<file path="config.mk">
export PLATFORM = sky130hd
export DESIGN_NAME = swmm_cell
export DESIGN_NICKNAME = d
export VERILOG_FILES = /design/src/hdl/swmm_pkg.sv /design/src/hdl/swmm_cell.sv
export SDC_FILE = /design/constraint.sdc
export NUM_CORES = 1
export LEC_CHECK = 0
export CORE_UTILIZATION = 67
export DETAILED_ROUTE_END_ITERATION = 7
export DONT_BUFFER_PORTS = 1
export PLACE_DENSITY = 0.82
export SETUP_SLACK_MARGIN = 0.1
export SLEW_MARGIN = 20
export SYNTH_ARGS = -nofsm -noshare
export SYNTH_HDL_FRONTEND = slang
export SYNTH_SLANG_ARGS = --single-unit
</file>
<file path="constraint.sdc">
create_clock -name clk_i -period 1.28 [get_ports clk_i]
set_input_delay 0.192 -clock clk_i [delete_from_list [all_inputs] [get_ports clk_i]]
set_output_delay 0.192 -clock clk_i [all_outputs]
set_load 0.1 [all_outputs]
</file>
<file path="src/hdl/swmm_pkg.sv">
`default_nettype none
package swmm_pkg;

  localparam int unsigned SampleW   = 32;
  localparam int unsigned WindowMax = 64;
  localparam int unsigned CountW    = $clog2(WindowMax + 1);

  typedef struct packed {
    logic signed [SampleW-1:0] sample;
    logic                      restart;
  } in_beat_t;

  typedef struct packed {
    logic signed [SampleW-1:0] window_min;
    logic signed [SampleW-1:0] window_max;
  } out_beat_t;

  typedef struct packed {
    logic signed [SampleW-1:0] value;
    logic                      min_live;
    logic                      max_live;
  } cell_data_t;

  typedef struct packed {
    logic shift;
    logic flush;
    logic cmp_en;
    logic in_win;
  } cell_ctrl_t;

endpackage
`default_nettype wire

</file>
<file path="src/hdl/swmm_cell.sv">
`default_nettype none
module swmm_cell (
  input  wire logic                                  clk_i,
  input  wire logic                                  rst_ni,
  input  wire swmm_pkg::cell_ctrl_t                  ctrl_i,
  input  wire logic signed [swmm_pkg::SampleW-1:0]   sample_i,
  input  wire swmm_pkg::cell_data_t                  left_i,
  output swmm_pkg::cell_data_t                       cell_o
);

  logic signed [swmm_pkg::SampleW-1:0] value_q;
  logic                                min_live_q, min_live_d;
  logic                                max_live_q, max_live_d;
  logic                                keep;

  // an entry survives a shift if in the window, unflushed and not dominated by the new sample
  assign keep       = ctrl_i.in_win & ~ctrl_i.flush;
  assign min_live_d = left_i.min_live & keep & ~(ctrl_i.cmp_en & (left_i.value >= sample_i));
  assign max_live_d = left_i.max_live & keep & ~(ctrl_i.cmp_en & (left_i.value <= sample_i));

  always_ff @(posedge clk_i) begin
    if (ctrl_i.shift) begin
      value_q <= left_i.value;
    end
  end

  always_ff @(posedge clk_i or negedge rst_ni) begin
    if (!rst_ni) begin
      min_live_q <= 1'b0;
      max_live_q <= 1'b0;
    end else if (ctrl_i.shift) begin
      min_live_q <= min_live_d;
      max_live_q <= max_live_d;
    end
  end

  assign cell_o.value    = value_q;
  assign cell_o.min_live = min_live_q;
  assign cell_o.max_live = max_live_q;

endmodule
`default_nettype wire

</file>
==> impl_metrics.py, run 1 <==
metrics = {
    "synth": {
        "synth_top_area_share_pct": 50.6,
        "yosys.area.top_type": "edfxtp_1",
        "synth_fp_nets": 263,
        "yosysUniqueCellTypes": 30,
        "synth.area.top_cells": "edfxtp_1 (51%), ha_1 (21%), inv_1 (6.9%), a21oi_1 (2.6%), dfrtp_1 (2.6%)",
        "avgSynthCellArea_um2": 11.9,
        "yosysSeqAreaShare_pct": 53.2,
        "synth_area_um2": 1900,
        "yosysWarnings": 0,
        "netlist_instances": 159,
        "ys_ff_latch": 34,
    },
    "die": {
        "initial_core_util_pct": 74.0,
        "row_count": 18,
        "ios": 106,
        "die_h_um": 55.2,
        "dieWidth_um": 55.2,
    },
    "status": {
        "failing_step": "clock tree synthesis (4_1_cts)",
        "status": "stopped before the end",
        "error": "[ERROR DPL-0038] Utilization greater than 100%, impossible to legalize",
    },
    "clock_tree": {
        "hold_buffers": 34,
        "postCtsResizedCells": 55,
        "htreeDepth": 2,
        "cts_root_buf": "clkbuf_4",
        "clock_path_buffers": 2,
        "clkSinkCount": 34,
        "postCtsSetupBuffers": 6,
        "cts_made_buffers": 5,
    },
    "placed_design": {
        "dp_cells": 229,
        "port_buffers": 0,
        "dpl_worst_slack_ns": -0.595,
        "dp_hpwl_um": 3490,
        "routabilityCongestion": 0.715,
    },
}
==> cell usage after synthesis (all sizes together) <==
| master | n |
|---|---|
| a2111oi | 1 |
| a211oi | 2 |
| a21boi | 1 |
| a21o | 2 |
| a21oi | 11 |
| a221o | 1 |
| a31o | 1 |
| a31oi | 2 |
| and4 | 1 |
| buf | 2 |
| dfrtp | 2 |
| edfxtp | 32 |
| ha | 32 |
| inv | 35 |
| nand2 | 6 |
| nand2b | 1 |
| nand3 | 5 |
| nand3b | 1 |
| nand4 | 6 |
| nor2 | 3 |
| nor2b | 2 |
| nor3b | 1 |
| nor4 | 2 |
| o211ai | 1 |
| o21ai | 3 |
| o221ai | 1 |
| o31a | 1 |
| o31ai | 1 |
==> logic make-up after synthesis <==
| group | share of synthesized area (%) |
|---|---|
| AND/OR/NAND/NOR | 8.30 |
| flip-flops | 53.2 |
| adder cells (fa/ha/maj) | 21.1 |
| AO/OA/AOI/OAI | 9.68 |
| buffers and inverters | 7.71 |
==> through the flow <==
step,hold slack (ns),area (µm²),util [%]
global placement,-0.104,2300,89.5
floorplan,-0.104,1960,-
detailed placement,-0.104,2300,89.5
==> run 2: changes to the inputs <==
CORE_UTILIZATION = 40   (was 67)
PLACE_DENSITY = unset   (was 0.82)
PLACE_DENSITY_LB_ADDON = 0.15   (was unset)
SETUP_SLACK_MARGIN = unset   (was 0.1)
==> run 2 against run 1 <==
  * Synthesized area did not move
  * The flow now finishes, with violations (design-rule violations, negative setup slack)
  * Synthesized cell count is the same
==> impl_metrics.py, run 2 <==
metrics = {
    "sta": {
        "maxSlewViolCount": 0,
        "rsz0062_at_grt": "yes",
        "worst_clock_skew_ns": 0,
        "max_freq_mhz": 717,
        "setup_slack_ns": -0.114,
        "worst_slew_pin_slew_ns": 0.365,
        "finalHoldViolCount": 0,
        "setup-violations-final": 2,
        "max_slew_margin_pct": 75.6,
        "finalCriticalPeriod_ns": 1.39,
        "fin_crit_sh_pct": 109,
    },
    "placed_design": {
        "port_buffers": 0,
        "dp_hpwl_um": 3250,
        "routabilityCongestion": 0.791,
    },
    "status": {
        "status": "finished, violations left",
        "violations": "design-rule violations, negative setup slack",
    },
    "global_routing": {
        "grt_max_degree": 38,
        "grt_pass1_wl_um": 7580,
        "grt_overflow_total": 0,
        "grt_pass1_vias": 1773,
        "track_usage_pct": 20.0,
        "grt_antenna_before_repair": 0,
    },
    "drt": {
        "routedWlPerCell_um": 16.6,
        "drtAntennaViolNets": 0,
        "vias": 1583,
        "vias_per_cell": 5.33,
        "first_iter_violations": 43,
        "drc": 4,
        "first_pass_iters": 8,
        "wirelength_um": 4920,
    },
    "hold_path": {
        "hold_path_class": "in2reg",
        "worstHoldStart": "ctrl_i[3]",
    },
    "layout": {
        "regMostFlops": "value_q",
        "layout.nets": 348,
        "final_common_cell": "buf_4",
        "reg_top3": "value_q (32), max_live_q (1), min_live_q (1)",
        "drive_above_1_share_pct": 41.2,
        "largest_register_ffs": 32,
        "layout_common_cells": "buf_4 (45), dlygate4sd3_1 (34), edfxtp_1 (32), ha_4 (19), inv_1 (16)",
        "antennaDiodeCount": 0,
        "syn2layout_area_growth_pct": 60.6,
        "final_core_util_pct": 68.6,
    },
    "worst_setup_path": {
        "ff2ff_setup_slack_ns": 0.51,
        "path_class": "in2reg",
        "worstPathRequired_ns": 1.43,
        "end_kind": "flop",
        "r2r_end": "max_live_q",
        "rr_worst_depth": 3,
        "crit_start": "sample_i[29]",
        "start_kind": "input port",
        "path_max_fanout": 2,
        "endpoint": "min_live_q",
        "cp.arrival_ns": 1.55,
        "r2r_start": "max_live_q",
    },
    "die": {
        "ios": 106,
        "row_count": 24,
        "dieArea_um2": 5030,
        "initial_core_util_pct": 42.7,
        "dieWidth_um": 70.9,
        "fp.coreArea_um2": 4440,
        "die_h_um": 70.9,
    },
    "job": {
        "drv_cap": 0,
    },
    "synth": {
        "synth_area_um2": 1900,
        "synth_fp_nets": 263,
        "yosysUniqueCellTypes": 30,
        "yosysSeqAreaShare_pct": 53.2,
        "avgSynthCellArea_um2": 11.9,
        "ys_ff_latch": 34,
        "async_flop_share_pct": 5.88,
        "synth_top_area_share_pct": 50.6,
        "netlist_instances": 159,
        "yosysWarnings": 0,
        "synth.area.top_cells": "edfxtp_1 (51%), ha_1 (21%), inv_1 (6.9%), a21oi_1 (2.6%), dfrtp_1 (2.6%)",
        "synthFlopType": "edfxtp_1",
        "synth.most_common_cell": "inv_1",
        "yosys.area.top_type": "edfxtp_1",
        "synth-edff-count": 32,
        "synthTopCellsByCount": "inv_1 (35), edfxtp_1 (32), ha_1 (32), a21oi_1 (10)",
    },
    "clock_tree": {
        "clock_latency_ns": 0.28,
        "clkSinkCount": 34,
        "htreeDepth": 2,
        "clock_path_buffers": 2,
        "cts_made_buffers": 5,
        "cts_tree": "done",
        "clk_pin_slew_ns": 0.07,
        "cts_root_buf": "clkbuf_8",
    },
    "power": {
        "p_leak_nw": 1.27,
        "powerDensity_nw_per_um2": 1090,
        "power_mw": 3.32,
        "max-vdd-ir-drop_v": 0.000554,
    },
}
## run 2: cell counts after synthesis
Identical to the previous run, type by type.
## run 2: layout make-up
cell class	instances	area (µm²)
Sequential cell	34	1010
Clock buffer	8	80.1
Timing Repair Buffer	80	689
Tap cell	52	65.1
Fill cell	325	1390
Inverter	35	161
Multi-Input combinational cell	88	1040
## run 2: power breakdown
| part | internal [mW] | switching, mW | total, mW | leakage (nW) |
|---|---|---|---|---|
| logic | 0.377 | 0.844 | 1.22 | 0.893 |
| clock network | 0.386 | 0.379 | 0.765 | 0.0395 |
| registers | 1.31 | 0.0253 | 1.34 | 0.340 |
## run 2: cells by family after synthesis
family / synth area share (%)
compound gates: 9.68
fa+ha+maj: 21.1
buf+inv: 7.71
flops: 53.2
simple gates: 8.30
## run 2: stage by stage
| step | TNS [ns] | area (µm²) | instances | hold slack (ns) | setup WS [ns] |
|---|---|---|---|---|---|
| 2_1_floorplan | -0.581 | 1960 | 159 | -0.104 | -0.295 |
| 3_3_place_gp | -1.02 | 2350 | 254 | -0.103 | -0.522 |
| 3_5_place_dp | -1.09 | 2350 | 254 | -0.104 | -0.567 |
| 4_1_cts | -0.283 | 2910 | 295 | 0.00790 | -0.153 |
| 5_1_grt | -0.411 | 3050 | 297 | 0.000245 | -0.216 |
| 6_report | -0.200 | 3050 | 297 | 0.0104 | -0.114 |
## run 2: layer usage
| metal | part of all wire [%] | global-route usage, % |
|---|---|---|
| met5 | 0 | 0 |
| met4 | 1.5 | 8.22 |
| met3 | 5.7 | 4.27 |
| met2 | 59 | 41.5 |
| met1 | 34 | 18.3 |
## run 2: repair_timing
item,in CTS,in global routing
hold endpoints to repair,34,4
hold buffers,33,1
buffers inserted,1,1
pin swaps,19,13
gates resized for setup,30,23
endpoints found under the setup margin,2,2
## run 2: worst max-delay path, stage by stage
cell,delay [ns]
inv_1,0.02
ha_1,0.29
nand4_1,0.20
buf_4,0.20
o31a_1,0.29
a31oi_1,0.22
o221ai_1,0.14
## run 2: how the worst min path moves through the flow
stage	slack, ns	to	cells past startpoint
detailed placement	-0.10	min_live_q	0
floorplan	-0.10	max_live_q	0
global route	0.0002	value_q[6]	0
global placement	-0.10	max_live_q	0
CTS	0.008	value_q[6]	0
finish	0.01	value_q[6]	0
Power figures use the tool's default switching activity.
